$ cat src/hdl/twr_pkg.sv
// ----------------------------------------------------------------------------
// twr_pkg: shared constants for the ranging core
// Field widths, history geometry and register indexes.
// ----------------------------------------------------------------------------
package twr_pkg;

  // anchors and history depth; HIST_LEN is a power of two
  localparam int NUM_ANCHORS = 8;
  localparam int HIST_LEN    = 32;
  localparam int ANC_W       = $clog2(NUM_ANCHORS);
  localparam int IDX_W       = $clog2(HIST_LEN);
  localparam int CNT_W       = IDX_W + 2;
  localparam int ADDR_W      = ANC_W + IDX_W;

  // field widths
  localparam int ANCHOR_W = 3;
  localparam int TS_W     = 32;
  localparam int DIST_W   = 21;
  localparam int SCALE_W  = 20;
  localparam int FACT_W   = 4;
  localparam int CFG_W    = 20;

  // serial datapath widths
  localparam int PROD_W = 2 * TS_W;        // interval products
  localparam int MUL_W  = PROD_W + TS_W;   // serial multiplier result
  localparam int SUMT_W = TS_W + 2;        // sum of four intervals
  localparam int NUM_W  = PROD_W + SCALE_W - 16;
  localparam int QUO_W  = DIST_W + 1;

  // gate statistics widths
  localparam int SUM_W  = DIST_W + IDX_W;
  localparam int SQ_W   = 2 * DIST_W + IDX_W;
  localparam int DIFF_W = SUM_W + 1;
  localparam int LHS_W  = 2 * DIFF_W + IDX_W;
  localparam int VAR_W  = SQ_W + IDX_W;
  localparam int KK_W   = 2 * FACT_W;
  localparam int RHS_W  = VAR_W + IDX_W + KK_W;

  // saturation limits of the distance magnitude
  localparam logic [DIST_W-1:0] DIST_MAX     = DIST_W'((1 << (DIST_W - 1)) - 1);
  localparam logic [DIST_W-1:0] DIST_MIN_MAG = DIST_W'(1 << (DIST_W - 1));

  // configuration register indexes and reset values
  localparam logic REG_SCALE  = 1'b0;
  localparam logic REG_FACTOR = 1'b1;
  localparam logic [SCALE_W-1:0] SCALE_RESET  = SCALE_W'(307479);
  localparam logic [FACT_W-1:0]  FACTOR_RESET = FACT_W'(4);

endpackage

$ cat src/hdl/twr_div_serial.sv
// ----------------------------------------------------------------------------
// twr_div_serial: restoring divider with saturation
// One quotient bit per cycle.
// ----------------------------------------------------------------------------
module twr_div_serial import twr_pkg::*; (
  input  logic              clk,
  input  logic              rst,
  input  logic              start,
  input  logic [NUM_W-1:0]  num,
  input  logic [SUMT_W-1:0] den,
  input  logic [DIST_W-1:0] limit,
  output logic              done,
  output logic [DIST_W-1:0] quo
);

  logic [NUM_W-1:0]  n;
  logic [SUMT_W-1:0] d;
  logic [SUMT_W-1:0] rem;
  logic [QUO_W-1:0]  q;
  logic [DIST_W-1:0] lim;
  logic              ovf;
  logic              busy;
  logic [$clog2(NUM_W)-1:0] cnt;
  logic [SUMT_W:0]   r2;
  logic              ge;
  logic [SUMT_W:0]   diff;

  // trial subtract
  assign r2   = {rem, n[NUM_W-1]};
  assign ge   = r2 >= {1'b0, d};
  assign diff = r2 - {1'b0, d};

  // control
  always_ff @(posedge clk) begin
    if (rst) begin
      busy <= 1'b0;
      done <= 1'b0;
      cnt  <= '0;
    end else begin
      done <= 1'b0;
      if (start) begin
        busy <= 1'b1;
        cnt  <= '0;
      end else if (busy) begin
        cnt <= cnt + 1'b1;
        if (cnt == $clog2(NUM_W)'(NUM_W - 1)) begin
          busy <= 1'b0;
          done <= 1'b1;
        end
      end
    end
  end

  // datapath: shift in one numerator bit, track quotient overflow
  always_ff @(posedge clk) begin
    if (start) begin
      n   <= num;
      d   <= den;
      lim <= limit;
      rem <= '0;
      q   <= '0;
      ovf <= 1'b0;
    end else if (busy) begin
      n   <= {n[NUM_W-2:0], 1'b0};
      rem <= ge ? diff[SUMT_W-1:0] : r2[SUMT_W-1:0];
      q   <= {q[QUO_W-2:0], ge};
      ovf <= ovf | q[QUO_W-1];
    end
  end

  // saturate to the limit
  assign quo = (ovf || q > {1'b0, lim}) ? lim : q[DIST_W-1:0];

endmodule

$ cat config.mk
export PLATFORM = sky130hd
export DESIGN_NAME = twr_div_serial
export DESIGN_NICKNAME = d
export VERILOG_FILES = /design/src/hdl/twr_pkg.sv /design/src/hdl/twr_div_serial.sv
export SDC_FILE = /design/constraint.sdc
export NUM_CORES = 1
export LEC_CHECK = 0
export BUFFER_PORTS_ARGS = -buffer_cell sky130_fd_sc_hd__buf_2
export CAP_MARGIN = 0
export CORE_UTILIZATION = 60
export DETAILED_ROUTE_END_ITERATION = 7
export GPL_TIMING_DRIVEN = 0
export PLACE_DENSITY = 0.83
export SYNTH_ARGS = -nofsm -noshare
export SYNTH_HDL_FRONTEND = slang
export SYNTH_SLANG_ARGS = --single-unit
$ cat constraint.sdc
create_clock -name clk -period 9.2 [get_ports clk]
set_input_delay 1.38 -clock clk [delete_from_list [all_inputs] [get_ports clk]]
set_output_delay 1.38 -clock clk [all_outputs]
set_load 0.05 [all_outputs]
==> flow_metrics.py <==
metrics = {
    "run_status": {
        "status": "completed",
    },
    "final_layout": {
        "fin_nets": 1270,
        "number_of_fill_cells": 1217,
        "final_layout_size_suffix_gt1_frac": 0.2773,
        "insertedDiodeCount": 0,
        "postLayoutCoreUtil": 0.7116,
        "synthToLayoutAreaGrowth_pct": 16.00,
    },
    "sta": {
        "rsz0062_at_grt": "false",
        "fin_worst_hold_slack_ns": 0.4947,
        "period_share": 0.5173,
        "finalMaxSlewViolations": 0,
        "fin_setup_tns_ns": 0,
        "timing.final.setup_violations": 0,
        "tightestPinTransition_ns": 0.8298,
        "layout_min_cycle_time_ns": 4.759,
        "final_hold_viol_count": 0,
        "skew_ns": 0.008964,
        "max_freq_mhz": 210.1,
        "relSlewSlack": 0.4468,
    },
    "hold_path": {
        "min_from": "cnt[6]",
        "hold-path-cell-count": 2,
        "min_path_type": "flop to flop",
        "holdPathEnd": "cnt[6]",
    },
    "die": {
        "row_cnt": 47,
        "die_area_um2": 17480,
        "design.core.area_um2": 16580,
        "num_io_pins": 148,
        "die_h_um": 132.2,
        "chipWidth_um": 132.2,
        "floorplan.initialDensity": 0.6134,
    },
    "power_and_ir_drop": {
        "vdd_ir_drop_max_mv": 0.1561,
        "leakage_nw": 4.986,
        "total_power_mw": 2.132,
        "power-per-cell-area_nw_per_um2": 180.6,
    },
    "global_route": {
        "grt_max_degree": 62,
        "wire_length_of_the_first_global_routing_pass_um": 37260,
        "grtUsageTotal": 0.2693,
        "antenna_found_initial": 1,
        "grt_remaining_overflow": 0,
        "grt_pass1_vias": 7568,
    },
    "routing": {
        "drtIter0Drc": 621,
        "postRouteAntennaNets": 0,
        "num_vias": 7748,
        "vias_per_cell": 5.870,
        "drt_pre_antenna_iters": 7,
        "routed_len_inst_um": 17.34,
        "drt_wl_total_um": 22890,
        "drt_drc_violations_left": 0,
    },
    "worst_setup_path": {
        "path_max_fanout": 10,
        "path_class": "flop to output pin",
        "setup.worst_path.start_class": "flop",
        "crit-reg2reg-launch": "n[67]",
        "crit_arrival_ns": 3.38,
        "worst_r2r_endpoint": "rem[30]",
        "crit_required_ns": 7.82,
        "reg2regPathDepth": 13,
        "critPathCaptureType": "output pin",
        "setup.reg_to_reg.worst_slack_ns": 5.77,
    },
    "synthesis": {
        "async_reset_ff_frac": 0,
        "synth.area.top_cells": "sky130_fd_sc_hd__edfxtp_1 (36%), sky130_fd_sc_hd__dfxtp_1 (13%), sky130_fd_sc_hd__mux2_2 (9.7%)",
        "synthesis.yosys.warnings": 0,
        "postSynthNetCount": 1103,
        "synth_edf_count": 123,
        "ys_ff_latch": 189,
        "post-synth-top-area-fraction": 0.3631,
        "seq_area_frac_synth": 0.4930,
        "dominant_register_cell_in_the_synthesized_netlist": "sky130_fd_sc_hd__edfxtp_1",
        "synth_top_cell_by_area": "sky130_fd_sc_hd__edfxtp_1",
        "netlist_area_pre_place_um2": 10170,
        "syn-mean-instance-area_um2": 11.06,
        "synthMostInstantiatedCell": "sky130_fd_sc_hd__edfxtp_1",
        "ys_types": 71,
        "synth_commonest_cells": "sky130_fd_sc_hd__edfxtp_1 (123), sky130_fd_sc_hd__mux2_2 (88), sky130_fd_sc_hd__nor2_1 (77), sky130_fd_sc_hd__inv_1 (70), sky130_fd_sc_hd__dfxtp_1 (66)",
        "postSynthCellCount": 920,
    },
    "flow_run": {
        "maxCapViolCount": 0,
    },
    "clocking": {
        "root_buffer": "sky130_fd_sc_hd__clkbuf_16",
        "cts.sink_count": 189,
        "cts_repair_resize_count": 0,
        "numCtsBuffers": 17,
        "worst_setup_hold_path_clk_slew_ns": 0.07,
        "max-clock-path-buffers": 2,
        "tritoncts": "done",
        "post-cts-setup-buffers": 0,
        "cts_hold_buffers": 0,
        "clock_insertion_delay_worst_skew_ns": 0.44,
        "htreeDepth": 4,
    },
    "placed_design": {
        "numPortBuffers": 147,
        "hpwl_um": 16430,
        "globalplace.congestion": 0.9284,
    },
}
## routing by layer
layer | global-route usage | wire [um] | vias to the layer above
li1 | - | - | 3752
met1 | 0.3470 | 9798 | 3621
met2 | 0.4309 | 10530 | 330
met3 | 0.08458 | 2040 | 45
met4 | 0.09068 | 519 | 0
met5 | 0 | 0 | -
## critical path, stage by stage, from the launching register on
cell and delay [ns]:
sky130_fd_sc_hd__edfxtp_1 0.41, sky130_fd_sc_hd__inv_1 0.08, sky130_fd_sc_hd__ha_1 0.23, sky130_fd_sc_hd__nor2b_1 0.13, sky130_fd_sc_hd__o21a_1 0.17, sky130_fd_sc_hd__o21a_1 0.16
sky130_fd_sc_hd__o21a_1 0.16, sky130_fd_sc_hd__o21a_1 0.16, sky130_fd_sc_hd__o21ai_0 0.18, sky130_fd_sc_hd__a21oi_1 0.10, sky130_fd_sc_hd__o2bb2ai_1 0.23, sky130_fd_sc_hd__buf_2 0.31
sky130_fd_sc_hd__mux2_2 0.40, sky130_fd_sc_hd__buf_2 0.22
## worst max-delay path by stage
stage / end / start / cells after the start / slack [ns]
after floorplan: quo[0] / lim[1] / 12 / 5.34
after global placement: n[16] / start / 3 / 3.84
after detailed placement: n[46] / start / 4 / 4.87
after CTS: quo[1] / lim[1] / 13 / 4.43
after global routing: quo[1] / lim[1] / 13 / 4.23
final: quo[1] / lim[1] / 13 / 4.44
## cell families (layout without fill, tap and decap cells)
family,after synthesis,after routing,share of synthesized area
XOR/XNOR,30,30,0.02583
adder cells (fa/ha/maj),57,57,0.07085
AO/OA/AOI/OAI,206,206,0.1406
buffers and inverters,120,300,0.05424
multiplexers,111,111,0.1200
AND/OR/NAND/NOR,207,207,0.09545
flip-flops,189,189,0.4930
## through the flow
stage	instance area (um^2)	setup WS, ns	instances
6_report	11800	4.441	1320
5_1_grt	11800	4.231	1320
4_1_cts	11800	4.434	1320
3_5_place_dp	11200	4.874	1288
3_3_place_gp	11180	3.838	1287
2_1_floorplan	10170	5.336	920
## final cells by class
| cell class | instances | area (um^2) | share of cell area |
|---|---|---|---|
| Buffer | 50 | 289.0 | 0.02449 |
| Clock buffer | 17 | 425.4 | 0.03605 |
| Clock inverter | 15 | 168.9 | 0.01431 |
| Inverter | 70 | 262.8 | 0.02227 |
| Multi-Input combinational cell | 611 | 4606 | 0.3903 |
| Sequential cell | 189 | 5015 | 0.4250 |
| Tap cell | 220 | 275.3 | 0.02333 |
| Timing Repair Buffer | 148 | 758.2 | 0.06426 |
## placed cells by master, fill, tap and decap left out, types with 37 or more instances in the layout
master                     synthesis  routed
sky130_fd_sc_hd__buf_2             5     151
sky130_fd_sc_hd__nor2_1           77      77
sky130_fd_sc_hd__o21ai_0          48      48
sky130_fd_sc_hd__inv_1            70      69
sky130_fd_sc_hd__nand3_1          40      40
sky130_fd_sc_hd__edfxtp_1        123     123
sky130_fd_sc_hd__ha_1             56      56
sky130_fd_sc_hd__nand2_1          37      37
sky130_fd_sc_hd__mux2_2           88      88
sky130_fd_sc_hd__a21oi_1          45      45
sky130_fd_sc_hd__dfxtp_1          66      66
## registers in the layout, summed over array words and instances, names as in the netlist
register / count
busy: 1
cnt: 7
d: 34
done: 1
lim: 21
n: 68
ovf: 1
q: 22
rem: 34
## where the power goes
group	internal (mW)	switching [mW]	total, mW
combinational	0.165	0.220	0.385
sequential	0.979	0.0304	1.01
clock	0.367	0.370	0.736
total	1.51	0.620	2.13
(Power assumes the default switching activity.)
