[config.mk]
export PLATFORM = sky130hd
export DESIGN_NAME = twr_mul_serial
export DESIGN_NICKNAME = d
export VERILOG_FILES = /design/src/hdl/twr_pkg.sv /design/src/hdl/twr_mul_serial.sv
export SDC_FILE = /design/constraint.sdc
export NUM_CORES = 1
export LEC_CHECK = 0
export ABC_AREA = 1
export BUFFER_PORTS_ARGS = -buffer_cell sky130_fd_sc_hd__clkbuf_2
export CAP_MARGIN = 10
export CORE_ASPECT_RATIO = 0.8
export CORE_MARGIN = 2
export CORE_UTILIZATION = 45
export DETAILED_ROUTE_END_ITERATION = 12
export HOLD_SLACK_MARGIN = 0.15
export PLACE_DENSITY = 0.71
export SLEW_MARGIN = 25
export SYNTH_ARGS = -nofsm -noshare
export SYNTH_HDL_FRONTEND = slang
export SYNTH_SLANG_ARGS = --single-unit
[constraint.sdc]
create_clock -name clk -period 3.3 [get_ports clk]
set_input_delay 0.33 -clock clk [delete_from_list [all_inputs] [get_ports clk]]
set_output_delay 0.33 -clock clk [all_outputs]
set_load 0.1 [all_outputs]
[src/hdl/twr_pkg.sv]
// ----------------------------------------------------------------------------
// twr_pkg: shared constants for the ranging core
// Field widths, history geometry and register indexes.
// ----------------------------------------------------------------------------
package twr_pkg;

  // anchors and history depth; HIST_LEN is a power of two
  localparam int NUM_ANCHORS = 8;
  localparam int HIST_LEN    = 32;
  localparam int ANC_W       = $clog2(NUM_ANCHORS);
  localparam int IDX_W       = $clog2(HIST_LEN);
  localparam int CNT_W       = IDX_W + 2;
  localparam int ADDR_W      = ANC_W + IDX_W;

  // field widths
  localparam int ANCHOR_W = 3;
  localparam int TS_W     = 32;
  localparam int DIST_W   = 21;
  localparam int SCALE_W  = 20;
  localparam int FACT_W   = 4;
  localparam int CFG_W    = 20;

  // serial datapath widths
  localparam int PROD_W = 2 * TS_W;        // interval products
  localparam int MUL_W  = PROD_W + TS_W;   // serial multiplier result
  localparam int SUMT_W = TS_W + 2;        // sum of four intervals
  localparam int NUM_W  = PROD_W + SCALE_W - 16;
  localparam int QUO_W  = DIST_W + 1;

  // gate statistics widths
  localparam int SUM_W  = DIST_W + IDX_W;
  localparam int SQ_W   = 2 * DIST_W + IDX_W;
  localparam int DIFF_W = SUM_W + 1;
  localparam int LHS_W  = 2 * DIFF_W + IDX_W;
  localparam int VAR_W  = SQ_W + IDX_W;
  localparam int KK_W   = 2 * FACT_W;
  localparam int RHS_W  = VAR_W + IDX_W + KK_W;

  // saturation limits of the distance magnitude
  localparam logic [DIST_W-1:0] DIST_MAX     = DIST_W'((1 << (DIST_W - 1)) - 1);
  localparam logic [DIST_W-1:0] DIST_MIN_MAG = DIST_W'(1 << (DIST_W - 1));

  // configuration register indexes and reset values
  localparam logic REG_SCALE  = 1'b0;
  localparam logic REG_FACTOR = 1'b1;
  localparam logic [SCALE_W-1:0] SCALE_RESET  = SCALE_W'(307479);
  localparam logic [FACT_W-1:0]  FACTOR_RESET = FACT_W'(4);

endpackage

[src/hdl/twr_mul_serial.sv]
// ----------------------------------------------------------------------------
// twr_mul_serial: bit-serial shift-add multiplier
// One multiplier bit per cycle.
// ----------------------------------------------------------------------------
module twr_mul_serial import twr_pkg::*; (
  input  logic              clk,
  input  logic              rst,
  input  logic              start,
  input  logic [PROD_W-1:0] a,
  input  logic [TS_W-1:0]   b,
  output logic              done,
  output logic [MUL_W-1:0]  product
);

  logic [PROD_W-1:0] a_q;
  logic [PROD_W-1:0] hi;
  logic [TS_W-1:0]   lo;
  logic [$clog2(TS_W)-1:0] cnt;
  logic              busy;
  logic [PROD_W:0]   sum;

  // add the multiplicand when the low bit is set
  assign sum     = {1'b0, hi} + (lo[0] ? {1'b0, a_q} : '0);
  assign product = {hi, lo};

  // control
  always_ff @(posedge clk) begin
    if (rst) begin
      busy <= 1'b0;
      done <= 1'b0;
      cnt  <= '0;
    end else begin
      done <= 1'b0;
      if (start) begin
        busy <= 1'b1;
        cnt  <= '0;
      end else if (busy) begin
        cnt <= cnt + 1'b1;
        if (cnt == $clog2(TS_W)'(TS_W - 1)) begin
          busy <= 1'b0;
          done <= 1'b1;
        end
      end
    end
  end

  // shift the partial product right one bit per cycle
  always_ff @(posedge clk) begin
    if (start) begin
      a_q <= a;
      hi  <= '0;
      lo  <= b;
    end else if (busy) begin
      hi <= sum[PROD_W:1];
      lo <= {sum[0], lo[TS_W-1:1]};
    end
  end

endmodule

==> reports/metrics.yaml, run 1 <==
end_kind: "flip-flop"
critPathRequiredTime_ns: 3.62
syn_inst: 1944
max_freq_mhz: 350
yosysMostFrequentCell: "nand2_1"
path_common_cell: "nand2_1"
relSlewSlack_pct: 61.6
cts_tree: "yes"
antenna_cells: 0
slowest_stage: "edfxtp_1"
path_clk_slew_ns: 0.06
cpLargestDelayFamily: "simple AND/OR/NAND/NOR gates"
fp.dieH_um: 152
seq_area_mm2: 0.00431
hold_viol_final: 0
numCtsBuffers: 17
avgRoutedWirePerCell_um: 15.5
crit_chain: "buf_4 -> nand2_1 -> inv_1 -> ha_1 -> nand2_2 -> nor2_2 -> nand2_1 -> clkinv_1 -> nand4_1 -> nand3_2 -> nand3_1 -> nand3_1 -> nand2_1 -> nor2_1 -> nor2_1"
worst_slew_pin_slew_ns: 0.576
core_area_mm2: 0.0270
ir_drop_v: 0.000351
setup_tns_ns: 0
clk_path_buf_depth: 2
dieArea_mm2: 0.0286
yosysTopAreaCell: "nand2_1"
synth_edf_count: 96
grt_pass1_wl_mm: 62.1
post_synth_num_cell_types: 39
critical_path.startpoint_type: "flip-flop"
hpwlAfterDp_mm: 31.6
clkLatencyLatePin_ns: 0.45
h-tree-depth: 4
grt_max_degree: 89
track_usage_pct: 28.6
via_per_inst: 4.77
synth_top_cells_by_count: "769 x nand2_1, 423 x inv_1, 178 x nor2_1, 96 x edfxtp_1, 71 x dfxtp_1"
syn-num-nets: 2110
rows: 54
nNetsFinal: 2370
die_x_um: 189
wl_mm: 40.1
ys_seq_elements: 167
path_max_fanout: 36
drt_drc_violations_left: 0
post_cts_resized: 0
initialDrtViolationCount: 1065
cts_root_buffer: "clkbuf_16"
drive_gt1_share_pct: 13.9
drtAntennaViolNets: 0
finalPower_mw: 6.85
max_stage_delay_ns: 0.42
seq_area_frac_synth_pct: 35.0
clock_skew_ns: 0.0189
period_share_pct: 86.5
finalMaxSlewViolations: 0
antenna_found_initial: 0
finalWeightedCongestion: 0.970
drt-pass1-iter-count: 6
area_growth_pct: 21.7
hold_class: "primary input to flip-flop"
clock-sinks: 167
routed-via-count: 12300
synth_area_leaders: "nand2_1 24%, edfxtp_1 23%, inv_1 13%, dfxtp_1 12%, ha_1 6.7%"
path_class: "flip-flop to flip-flop"
grt_pass1_vias: 11300
netlist_area_mm2: 0.0123
status: "finished clean"
yosys_warnings: 0
synth_flop_cell: "edfxtp_1"
drv_cap: 0
multi_input_area_mm2: 0.00622
worstPathArrival_ns: 3.18
async_reset_ff_share_pct: 0
ios: 196
port_buffers: 195
min_period_ns: 2.86
start_util_pct: 45.4
p_per_area_mw_per_mm2: 458
netlist.area_leader.share_pct: 23.5
globalRouteOverflowTotal: 0
synth.avg_cell_area_um2: 6.32
path_buf_inv: 3
finalSetupViolCount: 0
nFillCells: 2667
total_leakage_power_nw: 8.65
rsz0062_at_grt: "no"
[area by class of cell]
class	count	share of cell area [%]
clock buffer	20	2.92
clock inverter	12	1.00
inverter	434	10.9
multi-input combinational	1312	41.6
sequential	167	28.8
tap	364	3.05
timing repair buffer	272	11.7
[sequential cells by signal, indices dropped and copies added, names as in the netlist]
name,flops
a_q,64
busy,1
cnt,5
done,1
hi,64
lo,32
[worst min-delay path, stage by stage]
cell and delay (ns):
clkbuf_2 0.07, nand2_1 0.04, nand2_1 0.05
[through the flow]
| stage | std cells | hold slack [ns] | setup slack, ns | util (%) | instance area, µm² |
|---|---|---|---|---|---|
| floorplan | 1944 | 0.408 | 0.255 | - | 12300 |
| global placement | 2484 | 0.457 | 0.567 | 50.7 | 13700 |
| detailed placement | 2484 | 0.470 | 0.497 | 50.7 | 13700 |
| CTS | 2581 | 0.154 | 0.502 | 55.3 | 14900 |
| global route | 2581 | 0.164 | 0.210 | 55.3 | 14900 |
| finish | 2581 | 0.170 | 0.445 | 55.3 | 14900 |
[layout by cell type (no fill, tap or decap), types with 2 or more instances in the layout]
cell type      count
clkbuf_16         17
clkinv_4           3
xnor2_1           16
nor3_2             7
a31oi_1            3
nand2_1          769
nand4_1           11
ha_1              66
edfxtp_1          96
o211ai_1           6
nand2_2           22
nor2_4             2
clkbuf_2         194
dfxtp_1           70
clkinv_1           9
nand3_1           67
bufinv_16          3
nor2_2            19
buf_12             2
nor3_1            10
a211oi_1           2
o21ai_1            4
a21oi_1           58
nor2_1           178
xor2_1             7
inv_2              5
dlygate4sd3_1     65
or2_2              3
nand3_2           11
inv_6              2
buf_4             11
a32o_1             3
clkbuf_1           3
o21ai_0           39
inv_1            423
[kinds of logic (layout without fill, tap and decap cells)]
kind of cell	Yosys count	in the layout	synth area share [%]
AOI/OAI and AO/OA	118	118	5.21
buffers and inverters	465	738	14.3
adders and majority gates	67	67	6.89
and+or+nand+nor	1104	1104	36.9
DFF	167	167	35.0
xor gates and xnor gates	23	23	1.64
[power breakdown]
group / internal [mW] / total (mW) / switching, mW / leakage, nW
Sequential: 2.40 / 2.52 / 0.119 / 1.54
Combinational: 0.544 / 2.23 / 1.69 / 6.83
Clock: 1.19 / 2.10 / 0.908 / 0.285
Total: 4.13 / 6.85 / 2.72 / 8.65
[what timing repair did]
action / CTS / global route
endpoints found under the hold margin: 65 / 0
hold buffers: 65 / 0
buffers inserted: 0 / 0
[metal layers]
metal | track usage, % | wire [µm] | vias to the layer above
li1 | - | - | 6369
met1 | 41.2 | 19100 | 5437
met2 | 43.9 | 16800 | 475
met3 | 5.85 | 3620 | 34
met4 | 6.72 | 595 | 0
met5 | 0 | 0 | -
[path summary, 6_finish.rpt]
path / start / to / slack [ns] / cells past startpoint
max reg2reg: lo[0] / hi[34] / 0.44 / 15
min reg2reg: cnt[4] / cnt[4] / 0.48 / 2
max: lo[0] / hi[34] / 0.44 / 15
min: b[21] / lo[21] / 0.17 / 3
(Power assumes the default switching activity.)
==> run 2: changes to the inputs <==
Settings changed: ABC_AREA 1 to default, PLACE_DENSITY 0.71 to 0.72.
==> reports/metrics.yaml, run 2 <==
clkLatencyLatePin_ns: 0.44
via_per_inst: 5.45
netlist.area_leader.share_pct: 29.1
total_leakage_power_nw: 5.82
r2r_start: "lo[0]"
yosysTopAreaCell: "edfxtp_1"
path_class: "flip-flop to flip-flop"
syn-num-nets: 1142
core_area_mm2: 0.0216
ff2ff_setup_slack_ns: -0.04
critical_path.startpoint_type: "flip-flop"
async_reset_ff_share_pct: 0
cts_tree: "yes"
start_util_pct: 45.9
critPathRequiredTime_ns: 3.66
synth.avg_cell_area_um2: 10.1
max_freq_mhz: 299
fp.dieH_um: 137
hp-start: "b[1]"
switchingPower_mw: 2.57
clk_path_buf_depth: 2
period_share_pct: 101
min_period_ns: 3.34
ys_seq_elements: 167
end_kind: "flip-flop"
path_max_fanout: 9
max_stage_delay_ns: 0.49
design_area_mm2: 0.0133
reg2regPathDepth: 12
p_per_area_mw_per_mm2: 502
nNetsFinal: 1455
finalPower_mw: 6.71
die_x_um: 170
violations: "setup timing"
synth_area_leaders: "edfxtp_1 29%, dfxtp_1 14%, ha_1 8.3%, and2_1 4.2%, mux2i_1 3.7%"
post_synth_num_cell_types: 75
h-tree-depth: 4
min_to: "lo[1]"
internal-power_mw: 4.14
relSlewSlack_pct: 36.3
hold_viol_final: 0
antenna_cells: 0
routed-via-count: 8602
antenna_found_initial: 0
initialDrtViolationCount: 526
drv_cap: 0
clock-sinks: 167
finalSetupViolCount: 2
cts_root_buffer: "clkbuf_16"
area_growth_pct: 34.9
yosysMostFrequentCell: "edfxtp_1"
finalMaxSlewViolations: 0
dieArea_mm2: 0.0232
drive_gt1_share_pct: 33.9
rows: 48
numCtsBuffers: 17
syn_inst: 976
port_buffers: 195
grt_pass1_vias: 8574
ir_drop_v: 0.000407
p_sw_share_pct: 38.3
yosys_warnings: 0
track_usage_pct: 23.1
path_clk_slew_ns: 0.07
avgRoutedWirePerCell_um: 17.4
rsz0062_at_grt: "yes"
finalWeightedCongestion: 0.932
globalRouteOverflowTotal: 0
hpwlAfterDp_mm: 19.1
clock_skew_ns: 0.0139
top_regs: "a_q: 64 flops, hi: 64 flops, lo: 32 flops"
synth_edf_count: 96
synth_top_cells_by_count: "96 x edfxtp_1, 77 x nor2_1, 73 x a21oi_1, 71 x dfxtp_1, 67 x and2_1"
status: "complete, but fails checks"
drtAntennaViolNets: 0
grt_pass1_wl_mm: 42.3
holdPathStages: 2
comb_power_share_pct: 34.6
hold_class: "primary input to flip-flop"
setup_slack_ns: -0.0439
final_cell_mix: "194 x clkbuf_2, 96 x edfxtp_1, 85 x buf_4"
placedInstanceArea_mm2: 0.0117
final_common_cell: "clkbuf_2"
synth_flop_cell: "edfxtp_1"
grt_max_degree: 58
worst_slew_pin_slew_ns: 0.953
crit_chain: "buf_6 -> clkbuf_16 -> and2_1 -> ha_4 -> nand4_1 -> o41a_1 -> a31oi_4 -> a21oi_4 -> o211ai_2 -> nand2_1 -> or4_1 -> o211ai_1"
r2r_end: "hi[62]"
netlist_area_mm2: 0.00990
ios: 196
slowest_stage: "o41a_1"
seq_area_frac_synth_pct: 43.5
worstPathArrival_ns: 3.71
pwr-share-seq_pct: 37.5
drt_drc_violations_left: 0
clock_power_share_pct: 27.9
drt-pass1-iter-count: 5
wl_mm: 27.4
## run 2: cell count changes after synthesis, sizes merged, moves of 12 or more
cell	delta
nand2	-729
inv	-408
nor2	-122
and2	+65
nand3	-64
mux2i	+37
a21o	+36
mux2	+32
xnor2	+21
a21oi	+15
clkbuf	+15
xor2	+15
o21ai	+12
## run 2: final cells by class
class / instances / area, µm²
fill: 1683 / 8210
multi-input combinational: 733 / 5730
sequential: 167 / 4310
timing repair buffer: 350 / 2350
clock buffer: 20 / 447
tap: 275 / 344
clock inverter: 12 / 91.3
inverter: 20 / 75.1
## run 2: worst max-delay path by stage
stage	startpoint	cells past startpoint	endpoint
2_1_floorplan	lo[0]	15	hi[57]
3_3_place_gp	lo[0]	12	hi[59]
3_5_place_dp	lo[0]	13	hi[62]
4_1_cts	lo[0]	13	hi[57]
5_1_grt	lo[0]	14	hi[53]
6_report	lo[0]	12	hi[62]
## run 2: kinds of logic after synthesis
logic type      share of synthesized area [%]
mux                                      7.38
fa+ha+maj                                8.55
simple gates                             14.9
xor+xnor                                 5.22
compound gates                           16.8
buf+inv                                  3.73
flops                                    43.5
## run 2: metal layers
| metal | share of wire (%) | up-vias | track usage, % |
|---|---|---|---|
| met5 | 0 | - | 0 |
| met4 | 1.2 | 0 | 6.03 |
| met3 | 7.5 | 24 | 6.33 |
| met2 | 45 | 321 | 37.2 |
| met1 | 46 | 4049 | 30.8 |
| li1 | - | 4208 | - |
## run 2: power groups by stage
stage          registers [mW]  clock network, mW  logic [mW]
2_1_floorplan            3.31                  0       0.888
3_3_place_gp             2.56                  0        2.11
3_5_place_dp             2.55                  0        2.13
4_1_cts                  2.51               1.91        2.20
5_1_grt                  2.54               1.99        2.46
6_report                 2.52               1.87        2.32
## run 2: metrics by stage
step                      setup TNS (ns)  setup slack [ns]  cells  hold slack [ns]  util (%)
final                            -0.0552           -0.0439   1577            0.192      61.9
after global routing               -1.37            -0.167   1577            0.179      61.9
after CTS                              0            0.0130   1564            0.174      59.6
after detailed placement               0            0.0238   1467            0.466      54.1
after global placement                 0            0.0851   1467            0.456      54.1
after floorplan                    -6.67            -0.402    976            0.402         -
## run 2: worst max-delay path, delay by kind of cell, from the launching register on
kind,cells,cell delay [ns]
fa+ha+maj,1,0.31
compound gates,5,1.21
simple gates,4,0.96
flops,1,0.46
buf+inv,2,0.33
## run 2: repair_timing
action,in CTS,in global routing
setup endpoints to repair,2,24
hold buffers,65,0
hold endpoints to repair,68,0
gates resized for setup,1,71
pin swaps,1,31
cloned,0,2
buffers inserted,0,11
